[src/sv/lss_pkg.sv]
// ============================================================================
// lss_pkg: shared types and constants of the laser scan segmenter
// Holds register indexes, field widths, the queue item type, the
// configuration bundles and the arctangent table of the CORDIC unit.
// ============================================================================
`default_nettype none

package lss_pkg;

  localparam int MIN_POINTS = 6;
  localparam int MAX_BEAMS  = 4096;
  localparam int BEAM_W     = $clog2(MAX_BEAMS);

  localparam int RANGE_W = 16;
  localparam int ANGLE_W = 16;
  localparam int POSE_W  = 24;
  localparam int CFG_W   = 24;
  localparam int CFG_IDX_W = 3;
  localparam int COUNT_W = 13;
  localparam int LOC_W   = 17;
  localparam int TRIG_W  = 32;

  localparam logic [COUNT_W-1:0] COUNT_MAX = {COUNT_W{1'b1}};
  localparam logic signed [TRIG_W-1:0] CORDIC_K = 32'sd652032874;

  typedef enum logic [CFG_IDX_W-1:0] {
    REG_MIN_RANGE    = 3'd0,
    REG_MAX_RANGE    = 3'd1,
    REG_GAP_LIMIT    = 3'd2,
    REG_START_ANGLE  = 3'd3,
    REG_ANGLE_STEP   = 3'd4,
    REG_POSE_X       = 3'd5,
    REG_POSE_Y       = 3'd6,
    REG_POSE_HEADING = 3'd7
  } lss_reg_t;

  typedef struct packed {
    logic [RANGE_W-1:0] range_mm;
    logic               keep;
    logic               last;
    logic [ANGLE_W-1:0] angle;
  } lss_item_t;

  typedef struct packed {
    logic [RANGE_W-1:0] min_range;
    logic [RANGE_W-1:0] max_range;
    logic [ANGLE_W-1:0] start_angle;
    logic [ANGLE_W-1:0] angle_step;
  } lss_front_cfg_t;

  typedef struct packed {
    logic [RANGE_W-1:0]       gap_limit;
    logic signed [POSE_W-1:0] pose_x;
    logic signed [POSE_W-1:0] pose_y;
    logic [ANGLE_W-1:0]       pose_heading;
  } lss_back_cfg_t;

  function automatic logic signed [TRIG_W-1:0] atan_entry(input logic [3:0] i);
    logic signed [TRIG_W-1:0] v;
    unique case (i)
      4'd0:  v = 32'sd536870912;
      4'd1:  v = 32'sd316933406;
      4'd2:  v = 32'sd167458907;
      4'd3:  v = 32'sd85004757;
      4'd4:  v = 32'sd42667331;
      4'd5:  v = 32'sd21354465;
      4'd6:  v = 32'sd10679838;
      4'd7:  v = 32'sd5340245;
      4'd8:  v = 32'sd2670163;
      4'd9:  v = 32'sd1335087;
      4'd10: v = 32'sd667544;
      4'd11: v = 32'sd333772;
      4'd12: v = 32'sd166886;
      4'd13: v = 32'sd83443;
      4'd14: v = 32'sd41722;
      default: v = 32'sd20861;
    endcase
    return v;
  endfunction

endpackage

`default_nettype wire

[src/sv/lss_front.sv]
// ============================================================================
// lss_front: beam counter and sample classifier
// Counts beams, forms the beam angle and applies the range window, then
// pushes one item per accepted transaction into the queue.
// ============================================================================
`default_nettype none

module lss_front (
  input  wire                      clk,
  input  wire                      rst_n,
  input  lss_pkg::lss_front_cfg_t  cfg,
  input  wire                      in_valid,
  output logic                     in_stall,
  input  wire [lss_pkg::RANGE_W-1:0] in_range_mm,
  input  wire                      in_range_valid,
  input  wire                      in_scan_last,
  input  wire                      q_full,
  output logic                     q_push,
  output lss_pkg::lss_item_t       q_item
);
  import lss_pkg::*;

  logic [BEAM_W-1:0] beam_index_r;
  logic [BEAM_W-1:0] beam_index_nxt;
  logic [BEAM_W+ANGLE_W-1:0] step_prod;

  assign in_stall  = q_full;
  assign q_push    = in_valid && !q_full;
  assign step_prod = {{ANGLE_W{1'b0}}, beam_index_r} * {{BEAM_W{1'b0}}, cfg.angle_step};

  always_comb begin
    q_item.range_mm = in_range_mm;
    q_item.keep     = in_range_valid && (in_range_mm >= cfg.min_range)
                      && (in_range_mm <= cfg.max_range);
    q_item.last     = in_scan_last;
    q_item.angle    = cfg.start_angle + step_prod[ANGLE_W-1:0];
    beam_index_nxt  = in_scan_last ? '0 : beam_index_r + 1'b1;
  end

  always_ff @(posedge clk) begin
    if (!rst_n) begin
      beam_index_r <= '0;
    end else if (q_push) begin
      beam_index_r <= beam_index_nxt;
    end
  end

endmodule

`default_nettype wire

[src/sv/lss_queue.sv]
// ============================================================================
// lss_queue: two-entry item queue
// Decouples the classifier from the geometry engine.
// ============================================================================
`default_nettype none

module lss_queue (
  input  wire                clk,
  input  wire                rst_n,
  input  wire                push,
  input  lss_pkg::lss_item_t push_item,
  input  wire                pop,
  output logic               full,
  output logic               not_empty,
  output lss_pkg::lss_item_t head
);
  import lss_pkg::*;

  lss_item_t  slot_r [2];
  logic       wr_ptr_r;
  logic       rd_ptr_r;
  logic [1:0] count_r;

  assign full      = (count_r == 2'd2);
  assign not_empty = (count_r != 2'd0);
  assign head      = slot_r[rd_ptr_r];

  always_ff @(posedge clk) begin
    if (push) begin
      slot_r[wr_ptr_r] <= push_item;
    end
    if (!rst_n) begin
      wr_ptr_r <= 1'b0;
      rd_ptr_r <= 1'b0;
      count_r  <= 2'd0;
    end else begin
      if (push) begin
        wr_ptr_r <= ~wr_ptr_r;
      end
      if (pop) begin
        rd_ptr_r <= ~rd_ptr_r;
      end
      count_r <= count_r + {1'b0, push} - {1'b0, pop};
    end
  end

endmodule

`default_nettype wire

[src/sv/lss_cordic.sv]
// ============================================================================
// lss_cordic: iterative sine and cosine
// Reduces the angle to the nearest quarter turn, runs sixteen rotation
// steps one per cycle and restores the quadrant. Results are Q30.
// ============================================================================
`default_nettype none

module lss_cordic (
  input  wire                               clk,
  input  wire                               rst_n,
  input  wire                               start,
  input  wire [lss_pkg::ANGLE_W-1:0]        angle,
  output logic                              done,
  output logic signed [lss_pkg::TRIG_W-1:0] cos_q30,
  output logic signed [lss_pkg::TRIG_W-1:0] sin_q30
);
  import lss_pkg::*;

  typedef enum logic [1:0] {C_IDLE, C_RUN, C_FIX} cstate_t;

  cstate_t                  state_r;
  logic signed [TRIG_W-1:0] x_r, y_r, z_r;
  logic [3:0]               iter_r;
  logic [1:0]               quad_r;
  logic signed [TRIG_W-1:0] x_nxt, y_nxt, z_nxt;
  logic signed [TRIG_W-1:0] dx, dy;
  logic [ANGLE_W:0]         quad_sum;
  logic [1:0]               quad;
  logic [ANGLE_W-1:0]       resid;

  always_comb begin
    quad_sum = {1'b0, angle} + 17'h02000;
    quad     = quad_sum[ANGLE_W-1:ANGLE_W-2];
    resid    = angle - {quad, 14'b0};
    dx       = y_r >>> iter_r;
    dy       = x_r >>> iter_r;
    if (!z_r[TRIG_W-1]) begin
      x_nxt = x_r - dx;
      y_nxt = y_r + dy;
      z_nxt = z_r - atan_entry(iter_r);
    end else begin
      x_nxt = x_r + dx;
      y_nxt = y_r - dy;
      z_nxt = z_r + atan_entry(iter_r);
    end
  end

  always_ff @(posedge clk) begin
    if (!rst_n) begin
      state_r <= C_IDLE;
      done    <= 1'b0;
      cos_q30 <= '0;
      sin_q30 <= '0;
      x_r     <= '0;
      y_r     <= '0;
      z_r     <= '0;
      iter_r  <= '0;
      quad_r  <= '0;
    end else begin
      done <= (state_r == C_FIX);
      unique case (state_r)
        C_IDLE: begin
          if (start) begin
            x_r     <= CORDIC_K;
            y_r     <= '0;
            z_r     <= {resid, 16'b0};
            quad_r  <= quad;
            iter_r  <= '0;
            state_r <= C_RUN;
          end
        end
        C_RUN: begin
          x_r    <= x_nxt;
          y_r    <= y_nxt;
          z_r    <= z_nxt;
          iter_r <= iter_r + 1'b1;
          if (iter_r == 4'd15) begin
            state_r <= C_FIX;
          end
        end
        C_FIX: begin
          unique case (quad_r)
            2'd1: begin
              cos_q30 <= -y_r;
              sin_q30 <= x_r;
            end
            2'd2: begin
              cos_q30 <= -x_r;
              sin_q30 <= -y_r;
            end
            2'd3: begin
              cos_q30 <= y_r;
              sin_q30 <= -x_r;
            end
            default: begin
              cos_q30 <= x_r;
              sin_q30 <= y_r;
            end
          endcase
          state_r <= C_IDLE;
        end
        default: state_r <= C_IDLE;
      endcase
    end
  end

endmodule

`default_nettype wire

[src/sv/lss_back.sv]
// ============================================================================
// lss_back: segmentation engine
// Turns kept samples into local points, runs the gap test, tracks the open
// segment and transforms closed segments into world coordinates. One shared
// multiplier carries every product. Results leave through an output register.
// ============================================================================
`default_nettype none

module lss_back (
  input  wire                               clk,
  input  wire                               rst_n,
  input  lss_pkg::lss_back_cfg_t            cfg,
  input  wire                               q_not_empty,
  input  lss_pkg::lss_item_t                q_head,
  output logic                              q_pop,
  output logic                              cord_start,
  output logic [lss_pkg::ANGLE_W-1:0]       cord_angle,
  input  wire                               cord_done,
  input  wire signed [lss_pkg::TRIG_W-1:0]  cord_cos,
  input  wire signed [lss_pkg::TRIG_W-1:0]  cord_sin,
  output logic                              out_valid,
  input  wire                               out_stall,
  output logic signed [lss_pkg::POSE_W-1:0] out_start_x,
  output logic signed [lss_pkg::POSE_W-1:0] out_start_y,
  output logic signed [lss_pkg::POSE_W-1:0] out_end_x,
  output logic signed [lss_pkg::POSE_W-1:0] out_end_y,
  output logic [lss_pkg::COUNT_W-1:0]       out_point_count,
  output logic                              out_segment_present,
  output logic                              out_scan_end
);
  import lss_pkg::*;

  localparam int PROD_W = 50;
  localparam int ACC_W  = 51;

  typedef enum logic [3:0] {
    S_IDLE, S_PCORD, S_PC, S_PS, S_PY, S_DX2, S_DY2, S_UPD,
    S_DEC, S_WCORD, S_WMUL, S_OUT
  } bstate_t;

  bstate_t                  state_r;
  logic [RANGE_W-1:0]       range_r;
  logic                     last_r;
  logic                     in_seg_r;
  logic signed [LOC_W-1:0]  sx_r, sy_r, lx_r, ly_r;
  logic [COUNT_W-1:0]       cnt_r;
  logic signed [LOC_W-1:0]  px_r, py_r;
  logic                     close_r;
  logic signed [LOC_W-1:0]  csx_r, csy_r, cex_r, cey_r;
  logic [COUNT_W-1:0]       ccnt_r;
  logic signed [PROD_W-1:0] prod_r;
  logic signed [ACC_W-1:0]  acc_r;
  logic [3:0]               mstep_r;
  logic signed [POSE_W-1:0] world_r [4];

  logic signed [17:0]       mul_a;
  logic signed [TRIG_W-1:0] mul_b;
  logic signed [PROD_W-1:0] prod_nxt;
  logic signed [17:0]       dx, dy;
  logic signed [LOC_W-1:0]  round_loc;
  logic [2:0]               wj;
  logic signed [ACC_W-1:0]  wsum;
  logic signed [POSE_W-1:0] wval;
  logic [COUNT_W-1:0]       cnt_inc;
  logic                     gap_ok;

  function automatic logic signed [LOC_W-1:0] to_local(input logic signed [PROD_W-1:0] p);
    logic signed [PROD_W-1:0] r;
    logic signed [19:0]       s;
    r = p + (PROD_W'(1) <<< 29);
    s = r[49:30];
    if (s < -20'sd65536) begin
      return -17'sd65536;
    end else if (s > 20'sd65535) begin
      return 17'sd65535;
    end
    return s[LOC_W-1:0];
  endfunction

  function automatic logic signed [POSE_W-1:0] to_world(input logic signed [ACC_W-1:0] v,
                                                        input logic signed [POSE_W-1:0] pose);
    logic signed [ACC_W-1:0] r;
    logic signed [24:0]      s;
    r = v + (ACC_W'(1) <<< 29);
    s = 25'(signed'(r[50:30])) + 25'(pose);
    if (s < -25'sd8388608) begin
      return -24'sd8388608;
    end else if (s > 25'sd8388607) begin
      return 24'sd8388607;
    end
    return s[POSE_W-1:0];
  endfunction

  assign q_pop   = (state_r == S_IDLE) && q_not_empty;
  assign dx      = 18'(px_r) - 18'(lx_r);
  assign dy      = 18'(py_r) - 18'(ly_r);
  assign cnt_inc = (cnt_r == COUNT_MAX) ? cnt_r : cnt_r + 1'b1;
  assign gap_ok  = (acc_r <= ACC_W'(prod_r));
  assign wj      = 3'(mstep_r - 4'd1);
  assign round_loc = to_local(prod_r);

  // Shared multiplier operand selection.
  always_comb begin
    mul_a = '0;
    mul_b = '0;
    unique case (state_r)
      S_PC: begin
        mul_a = {2'b00, range_r};
        mul_b = cord_cos;
      end
      S_PS: begin
        mul_a = {2'b00, range_r};
        mul_b = cord_sin;
      end
      S_PY: begin
        mul_a = dx;
        mul_b = TRIG_W'(dx);
      end
      S_DX2: begin
        mul_a = dy;
        mul_b = TRIG_W'(dy);
      end
      S_DY2: begin
        mul_a = {2'b00, cfg.gap_limit};
        mul_b = TRIG_W'(mul_a);
      end
      S_WMUL: begin
        if (mstep_r[2]) begin
          mul_a = mstep_r[0] ? 18'(cey_r) : 18'(cex_r);
        end else begin
          mul_a = mstep_r[0] ? 18'(csy_r) : 18'(csx_r);
        end
        mul_b = (mstep_r[1:0] == 2'd0 || mstep_r[1:0] == 2'd3) ? cord_cos : cord_sin;
      end
      default: begin
        mul_a = '0;
        mul_b = '0;
      end
    endcase
    prod_nxt = PROD_W'(mul_a) * PROD_W'(mul_b);
  end

  // World accumulation: odd products finish a coordinate.
  always_comb begin
    if (wj[1]) begin
      wsum = acc_r + ACC_W'(prod_r);
    end else begin
      wsum = acc_r - ACC_W'(prod_r);
    end
    wval = to_world(wsum, wj[1] ? cfg.pose_y : cfg.pose_x);
  end

  always_ff @(posedge clk) begin
    prod_r <= prod_nxt;
    if (!rst_n) begin
      state_r    <= S_IDLE;
      in_seg_r   <= 1'b0;
      sx_r       <= '0;
      sy_r       <= '0;
      lx_r       <= '0;
      ly_r       <= '0;
      cnt_r      <= '0;
      close_r    <= 1'b0;
      cord_start <= 1'b0;
      cord_angle <= '0;
      out_valid  <= 1'b0;
      mstep_r    <= '0;
    end else begin
      cord_start <= ((state_r == S_IDLE) && q_not_empty && q_head.keep) ||
                    ((state_r == S_DEC) && close_r);
      if (out_valid && !out_stall && (state_r != S_OUT)) begin
        out_valid <= 1'b0;
      end
      unique case (state_r)
        S_IDLE: begin
          if (q_not_empty) begin
            range_r <= q_head.range_mm;
            last_r  <= q_head.last;
            if (q_head.keep) begin
              cord_angle <= q_head.angle;
              state_r    <= S_PCORD;
            end else begin
              close_r  <= in_seg_r && (cnt_r >= COUNT_W'(MIN_POINTS));
              csx_r    <= sx_r;
              csy_r    <= sy_r;
              cex_r    <= lx_r;
              cey_r    <= ly_r;
              ccnt_r   <= cnt_r;
              in_seg_r <= 1'b0;
              state_r  <= S_DEC;
            end
          end
        end
        S_PCORD: begin
          if (cord_done) begin
            state_r <= S_PC;
          end
        end
        S_PC: state_r <= S_PS;
        S_PS: begin
          px_r    <= round_loc;
          state_r <= S_PY;
        end
        S_PY: begin
          py_r    <= round_loc;
          state_r <= S_DX2;
        end
        S_DX2: begin
          acc_r   <= ACC_W'(prod_r);
          state_r <= S_DY2;
        end
        S_DY2: begin
          acc_r   <= acc_r + ACC_W'(prod_r);
          state_r <= S_UPD;
        end
        S_UPD: begin
          lx_r <= px_r;
          ly_r <= py_r;
          if (in_seg_r && gap_ok) begin
            cnt_r   <= cnt_inc;
            close_r <= last_r && (cnt_inc >= COUNT_W'(MIN_POINTS));
            csx_r   <= sx_r;
            csy_r   <= sy_r;
            cex_r   <= px_r;
            cey_r   <= py_r;
            ccnt_r  <= cnt_inc;
          end else begin
            close_r <= in_seg_r ? (cnt_r >= COUNT_W'(MIN_POINTS))
                                : (last_r && (MIN_POINTS <= 1));
            csx_r   <= in_seg_r ? sx_r : px_r;
            csy_r   <= in_seg_r ? sy_r : py_r;
            cex_r   <= in_seg_r ? lx_r : px_r;
            cey_r   <= in_seg_r ? ly_r : py_r;
            ccnt_r  <= in_seg_r ? cnt_r : COUNT_W'(1);
            sx_r    <= px_r;
            sy_r    <= py_r;
            cnt_r   <= COUNT_W'(1);
          end
          in_seg_r <= !last_r;
          state_r  <= S_DEC;
        end
        S_DEC: begin
          if (close_r) begin
            cord_angle <= cfg.pose_heading;
            state_r    <= S_WCORD;
          end else if (last_r) begin
            state_r <= S_OUT;
          end else begin
            state_r <= S_IDLE;
          end
        end
        S_WCORD: begin
          mstep_r <= '0;
          if (cord_done) begin
            state_r <= S_WMUL;
          end
        end
        S_WMUL: begin
          mstep_r <= mstep_r + 1'b1;
          if (mstep_r != 4'd0) begin
            if (!wj[0]) begin
              acc_r <= ACC_W'(prod_r);
            end else begin
              world_r[wj[2:1]] <= wval;
            end
          end
          if (mstep_r == 4'd8) begin
            state_r <= S_OUT;
          end
        end
        S_OUT: begin
          if (!out_valid || !out_stall) begin
            out_valid           <= 1'b1;
            out_segment_present <= close_r;
            out_scan_end        <= last_r;
            out_point_count     <= close_r ? ccnt_r : '0;
            out_start_x         <= close_r ? world_r[0] : '0;
            out_start_y         <= close_r ? world_r[1] : '0;
            out_end_x           <= close_r ? world_r[2] : '0;
            out_end_y           <= close_r ? world_r[3] : '0;
            state_r             <= S_IDLE;
          end
        end
        default: state_r <= S_IDLE;
      endcase
    end
  end

endmodule

`default_nettype wire

[src/sv/laser_scan_segmenter.sv]
// ============================================================================
// laser_scan_segmenter: breakpoint segmentation of laser range scans
// Top level: configuration registers, classifier, queue, CORDIC and engine.
// ============================================================================
// One range sample enters per input transaction. The block counts beams
// (the final beam of a scan resets the count), forms the beam angle as
// start_angle plus index times angle_step, keeps samples that are valid and
// inside [min_range, max_range], converts kept samples to local points and
// chains points whose squared distance stays within gap_limit squared. A run
// of at least MIN_POINTS beams is reported as one output transaction holding
// its first and last points in world coordinates (rotated by pose_heading,
// shifted by pose_x/pose_y, saturated to 24 bits). The final beam always
// yields one transaction with out_scan_end set; segment_present tells whether
// it carries a segment. A kept sample waits in the engine for the CORDIC unit
// (sixteen rotations plus start and quadrant fix-up) that gives the beam's
// sine and cosine; a rejected one skips it. Closing a segment adds a second
// CORDIC run on the heading, the eight products on the shared multiplier and
// the output register; a final beam that closes nothing goes straight to the
// output register. The output register waits while an earlier result is
// stalled. A two-entry queue lets the input side take samples while the
// engine works, and the output register holds a result while the next sample
// is processed. Configuration is written through cfg_we/cfg_index/cfg_data
// while idle; the block itself does no check of this.
// ============================================================================
`default_nettype none

module laser_scan_segmenter (
  input  wire                                clk,
  input  wire                                rst_n,
  input  wire                                cfg_we,
  input  wire [lss_pkg::CFG_IDX_W-1:0]       cfg_index,
  input  wire [lss_pkg::CFG_W-1:0]           cfg_data,
  input  wire                                in_valid,
  output logic                               in_stall,
  input  wire [lss_pkg::RANGE_W-1:0]         in_range_mm,
  input  wire                                in_range_valid,
  input  wire                                in_scan_last,
  output logic                               out_valid,
  input  wire                                out_stall,
  output logic signed [lss_pkg::POSE_W-1:0]  out_start_x,
  output logic signed [lss_pkg::POSE_W-1:0]  out_start_y,
  output logic signed [lss_pkg::POSE_W-1:0]  out_end_x,
  output logic signed [lss_pkg::POSE_W-1:0]  out_end_y,
  output logic [lss_pkg::COUNT_W-1:0]        out_point_count,
  output logic                               out_segment_present,
  output logic                               out_scan_end
);
  import lss_pkg::*;

  lss_front_cfg_t front_cfg_r;
  lss_back_cfg_t  back_cfg_r;

  logic                     q_full, q_push, q_pop, q_not_empty;
  lss_item_t                q_in, q_head;
  logic                     cord_start, cord_done;
  logic [ANGLE_W-1:0]       cord_angle;
  logic signed [TRIG_W-1:0] cord_cos, cord_sin;

  // Configuration registers; user writes only while block is idle; no check.
  always_ff @(posedge clk) begin
    if (!rst_n) begin
      front_cfg_r.min_range   <= 16'd400;
      front_cfg_r.max_range   <= 16'd600;
      front_cfg_r.start_angle <= 16'd0;
      front_cfg_r.angle_step  <= 16'd64;
      back_cfg_r.gap_limit    <= 16'd150;
      back_cfg_r.pose_x       <= '0;
      back_cfg_r.pose_y       <= '0;
      back_cfg_r.pose_heading <= '0;
    end else if (cfg_we) begin
      unique case (lss_reg_t'(cfg_index))
        REG_MIN_RANGE:    front_cfg_r.min_range   <= cfg_data[RANGE_W-1:0];
        REG_MAX_RANGE:    front_cfg_r.max_range   <= cfg_data[RANGE_W-1:0];
        REG_GAP_LIMIT:    back_cfg_r.gap_limit    <= cfg_data[RANGE_W-1:0];
        REG_START_ANGLE:  front_cfg_r.start_angle <= cfg_data[ANGLE_W-1:0];
        REG_ANGLE_STEP:   front_cfg_r.angle_step  <= cfg_data[ANGLE_W-1:0];
        REG_POSE_X:       back_cfg_r.pose_x       <= cfg_data;
        REG_POSE_Y:       back_cfg_r.pose_y       <= cfg_data;
        REG_POSE_HEADING: back_cfg_r.pose_heading <= cfg_data[ANGLE_W-1:0];
        default: ;
      endcase
    end
  end

  lss_front u_front (
    .clk            (clk),
    .rst_n          (rst_n),
    .cfg            (front_cfg_r),
    .in_valid       (in_valid),
    .in_stall       (in_stall),
    .in_range_mm    (in_range_mm),
    .in_range_valid (in_range_valid),
    .in_scan_last   (in_scan_last),
    .q_full         (q_full),
    .q_push         (q_push),
    .q_item         (q_in)
  );

  lss_queue u_queue (
    .clk       (clk),
    .rst_n     (rst_n),
    .push      (q_push),
    .push_item (q_in),
    .pop       (q_pop),
    .full      (q_full),
    .not_empty (q_not_empty),
    .head      (q_head)
  );

  lss_cordic u_cordic (
    .clk     (clk),
    .rst_n   (rst_n),
    .start   (cord_start),
    .angle   (cord_angle),
    .done    (cord_done),
    .cos_q30 (cord_cos),
    .sin_q30 (cord_sin)
  );

  lss_back u_back (
    .clk                 (clk),
    .rst_n               (rst_n),
    .cfg                 (back_cfg_r),
    .q_not_empty         (q_not_empty),
    .q_head              (q_head),
    .q_pop               (q_pop),
    .cord_start          (cord_start),
    .cord_angle          (cord_angle),
    .cord_done           (cord_done),
    .cord_cos            (cord_cos),
    .cord_sin            (cord_sin),
    .out_valid           (out_valid),
    .out_stall           (out_stall),
    .out_start_x         (out_start_x),
    .out_start_y         (out_start_y),
    .out_end_x           (out_end_x),
    .out_end_y           (out_end_y),
    .out_point_count     (out_point_count),
    .out_segment_present (out_segment_present),
    .out_scan_end        (out_scan_end)
  );

endmodule

`default_nettype wire
[config.mk]
export PLATFORM = sky130hd
export DESIGN_NAME = laser_scan_segmenter
export DESIGN_NICKNAME = d
export VERILOG_FILES = /design/src/sv/lss_pkg.sv /design/src/sv/lss_front.sv /design/src/sv/lss_queue.sv /design/src/sv/lss_cordic.sv /design/src/sv/lss_back.sv /design/src/sv/laser_scan_segmenter.sv
export SDC_FILE = /design/constraint.sdc
export NUM_CORES = 2
export LEC_CHECK = 0
export BUFFER_PORTS_ARGS = -buffer_cell sky130_fd_sc_hd__clkbuf_2
export CAP_MARGIN = 20
export CORE_MARGIN = 2
export CORE_UTILIZATION = 40
export DETAILED_ROUTE_END_ITERATION = 8
export HOLD_SLACK_MARGIN = 0.1
export PLACE_DENSITY_LB_ADDON = 0.05
export SLEW_MARGIN = 30
export SYNTH_ARGS = -nofsm -noshare
export SYNTH_HDL_FRONTEND = slang
export SYNTH_SLANG_ARGS = --single-unit
[constraint.sdc]
create_clock -name clk -period 27.3 [get_ports clk]
set_input_delay 1.365 -clock clk [delete_from_list [all_inputs] [get_ports clk]]
set_output_delay 1.365 -clock clk [all_outputs]
set_load 0.03 [all_outputs]
==> impl_metrics.py <==
metrics = {
    "status": {
        "outcome": "finished clean",
    },
    "worst_setup_path": {
        "critical_path.most_common_cell": "fa_1",
        "crit_path_end_kind": "flip-flop",
        "arrival_ps": 11960,
        "reg2reg_depth": 39,
        "crit_family": "compound AO/OA/AOI/OAI gates",
        "slowest_delay_ps": 800,
        "r2r_start": "u_back.px_r[0]$_DFFE_PP_",
        "critPathSlowestCell": "a221o_1",
        "cp.depth": 39,
        "crit_path_start_kind": "flip-flop",
        "worst-path-max-fanout": 18,
        "crit_required_ps": 27960,
        "reg2reg_slack_ps": 16000,
        "worstPathBufferInverterCount": 6,
        "startpoint": "u_back.px_r[0]$_DFFE_PP_",
        "crit_type": "reg -> reg",
    },
    "cts": {
        "cts_tree": "yes",
        "cts.repair.resized": 0,
        "cts_sinks": 977,
        "hold_buffers": 0,
        "cts_max_level": 3,
        "path_clk_slew_ps": 60,
        "cts_setup_buffers": 0,
        "clkLatencyLatePin_ps": 790,
        "clock-root-buffer": "clkbuf_16",
        "clockBufferDepth": 3,
        "numCtsBuffers": 115,
    },
    "drt": {
        "route.detailed.drc": 0,
        "drt-met1-wl_um": 123900,
        "wl_per_cell_um": 22.65,
        "wl_met2_um": 127000,
        "top_layer": "met5",
        "vias": 66270,
        "first_pass_iters": 5,
        "routed_wl_um": 269900,
        "viasPerCell": 5.561,
        "drt-initial-drc-count": 4974,
        "wl_met3_um": 12670,
        "ant_nets": 0,
    },
    "placed_design": {
        "hpwl_um": 200900,
        "port_buffers": 162,
        "gp_congestion": 0.8980,
    },
    "logic_synthesis": {
        "synth_nets": 10440,
        "synthXorXnorAreaFrac": 0.04307,
        "synthSimpleGateAreaFrac": 0.1619,
        "synthMuxAreaShare": 0.05775,
        "synth_top_family_by_area": "adder cells",
        "synthFlopType": "dfxtp_1",
        "postSynthCellCount": 9269,
        "ys_seq_area_frac": 0.2917,
        "synth-seq-cells": 977,
        "synthDistinctLibCells": 97,
        "synth_compound_area_frac": 0.1461,
        "avgSynthCellArea_um2": 8.928,
        "syn_area_um2": 82760,
        "synth_fa_ha_area_frac": 0.2288,
        "synth-async-reset-ratio": 0,
        "synth-edff-count": 458,
        "synth_warnings": 0,
    },
    "sta": {
        "tns_ps": 0,
        "clock.fmax_mhz": 88.53,
        "relSlewSlack": 0.2650,
        "finalCritPeriodShare": 0.4138,
        "worstMarginPinSlew_ps": 1091,
        "layout_min_cycle_time_ps": 11300,
        "fin_skew_ps": 67.30,
        "final-setup-viol-count": 0,
        "slew_violations": 0,
        "rsz0062_at_grt": "false",
        "finalHoldViolCount": 0,
    },
    "hold_path": {
        "worstHoldStart": "back_cfg_r[17]$_SDFFE_PN0P_",
        "holdPathStages": 2,
        "hold_path.class": "reg -> reg",
    },
    "die": {
        "dieArea_um2": 210500,
        "core_area_um2": 205200,
        "die_h_um": 458.9,
        "initial_core_util": 0.4033,
        "rows": 166,
        "io_pins": 163,
        "fp.dieW_um": 458.9,
    },
    "cells_and_area": {
        "syn_to_final_growth_pct": 8.781,
        "fill_cells": 20310,
        "final_common_cell": "nand2_1",
        "layout-drive-gt1-share": 0.08555,
        "final_util": 0.4387,
        "num-nets-final": 10290,
        "final_cell_mix": "nand2_1, inv_1, a21oi_1",
    },
    "pwr": {
        "p_leak_nw": 36.98,
        "p_per_area_nw_per_um2": 75.47,
        "irDropWorstVdd_mv": 0.06000,
    },
    "global_routing": {
        "grt_overflow_total": 0,
        "grt_use_total": 0.2550,
        "grt_antenna_before_repair": 16,
        "grt_pass1_vias": 66560,
        "grt_max_degree": 113,
        "grt_pass1_wl_um": 414600,
    },
    "job": {
        "drv_cap": 0,
    },
}
-- cells by family (layout without fill, tap and decap cells) --
| logic type | count (synthesis) | count (layout) |
|---|---|---|
| XOR/XNOR | 407 | 407 |
| AND/OR/NAND/NOR | 2946 | 2946 |
| buffers and inverters | 1537 | 1491 |
| other | 0 | 6 |
| AO/OA/AOI/OAI | 1967 | 1967 |
| flip-flops | 977 | 977 |
| multiplexers | 313 | 313 |
| adder cells (fa/ha/maj) | 1122 | 1122 |
-- worst register-to-register path: cells and delay by family, from the launching register on --
family | cells | cell delay, ps
adder cells (fa/ha/maj) | 9 | 4020
AND/OR/NAND/NOR | 6 | 940
AO/OA/AOI/OAI | 17 | 5370
XOR/XNOR | 1 | 130
flip-flops | 1 | 400
buffers and inverters | 6 | 310
-- final cells by class --
cell class	instances	area (um^2)	share of cell area
Sequential cell	977	24160	0.2684
Tap cell	2688	3363	0.03736
Clock buffer	161	3244	0.03604
Timing Repair Buffer	279	1714	0.01904
Multi-Input combinational cell	6755	53060	0.5894
Inverter	993	3735	0.04149
Clock inverter	58	725.7	0.008061
Antenna cell	6	15.01	0.0001668
-- final timing paths --
| path | end |
|---|---|
| setup / recovery | u_back.prod_r[49]$_DFF_P_ |
| hold / removal | back_cfg_r[17]$_SDFFE_PN0P_ |
| setup reg to reg | u_back.prod_r[49]$_DFF_P_ |
| hold reg to reg | back_cfg_r[17]$_SDFFE_PN0P_ |
-- routing by layer --
| metal | vias up | GRT usage |
|---|---|---|
| met1 | 33080 | 0.3591 |
| met4 | 2 | 0.05962 |
| met2 | 1677 | 0.4226 |
| li1 | 31200 | - |
| met5 | - | 0 |
| met3 | 309 | 0.02495 |
-- power breakdown --
part | internal [mW] | switching (mW) | total [mW]
logic | 1.29 | 2.01 | 3.29
clock network | 0.954 | 0.671 | 1.63
registers | 1.70 | 0.181 | 1.88
-- state kept, by name (all words and copies together) (netlist names), 24 cells and up, named ones only --
register,flops
u_back.world_r,96
back_cfg_r,80
u_queue.slot_r,68
front_cfg_r,64
u_back.acc_r,51
u_back.prod_r,50
u_cordic.cos_q30,32
u_cordic.sin_q30,32
u_cordic.x_r,32
u_cordic.y_r,32
u_cordic.z_r,32
u_back.out_end_x,24
u_back.out_end_y,24
u_back.out_start_x,24
u_back.out_start_y,24
-- cells in the mapped netlist, types with 55 or more instances --
master / instances / share of area
or3_1: 55 / 0.0042
ha_1: 466 / 0.070
and2_1: 207 / 0.016
xor2_1: 124 / 0.013
o21ai_0: 453 / 0.027
nor2_1: 582 / 0.026
a211oi_1: 62 / 0.0056
mux2_2: 112 / 0.015
mux2i_1: 80 / 0.0097
a31oi_1: 78 / 0.0059
clkbuf_1: 460 / 0.021
a21o_1: 104 / 0.0094
inv_1: 978 / 0.044
dfxtp_1: 519 / 0.13
edfxtp_1: 458 / 0.17
nand2_1: 1352 / 0.061
nor3_1: 134 / 0.0081
nand3_1: 161 / 0.0097
mux4_2: 119 / 0.032
nand4_1: 62 / 0.0047
a21oi_1: 724 / 0.044
nand2b_1: 85 / 0.0064
nor2b_1: 115 / 0.0087
xnor2_1: 283 / 0.030
fa_1: 653 / 0.16
-- stage by stage --
| step | std cells | total power, mW | hold WS, ps | setup slack (ps) | cell area (um^2) |
|---|---|---|---|---|---|
| finish | 11920 | 6.794 | 450.5 | 16000 | 90020 |
| floorplan | 9269 | 4.327 | 432.1 | 16440 | 82760 |
| global route | 11920 | 7.261 | 465.3 | 15260 | 90020 |
| global placement | 11690 | 5.132 | 439.3 | 15920 | 85950 |
| CTS | 11910 | 6.821 | 453.1 | 16010 | 89990 |
| detailed placement | 11690 | 5.167 | 444.0 | 16020 | 86020 |
(Power assumes the default switching activity.)
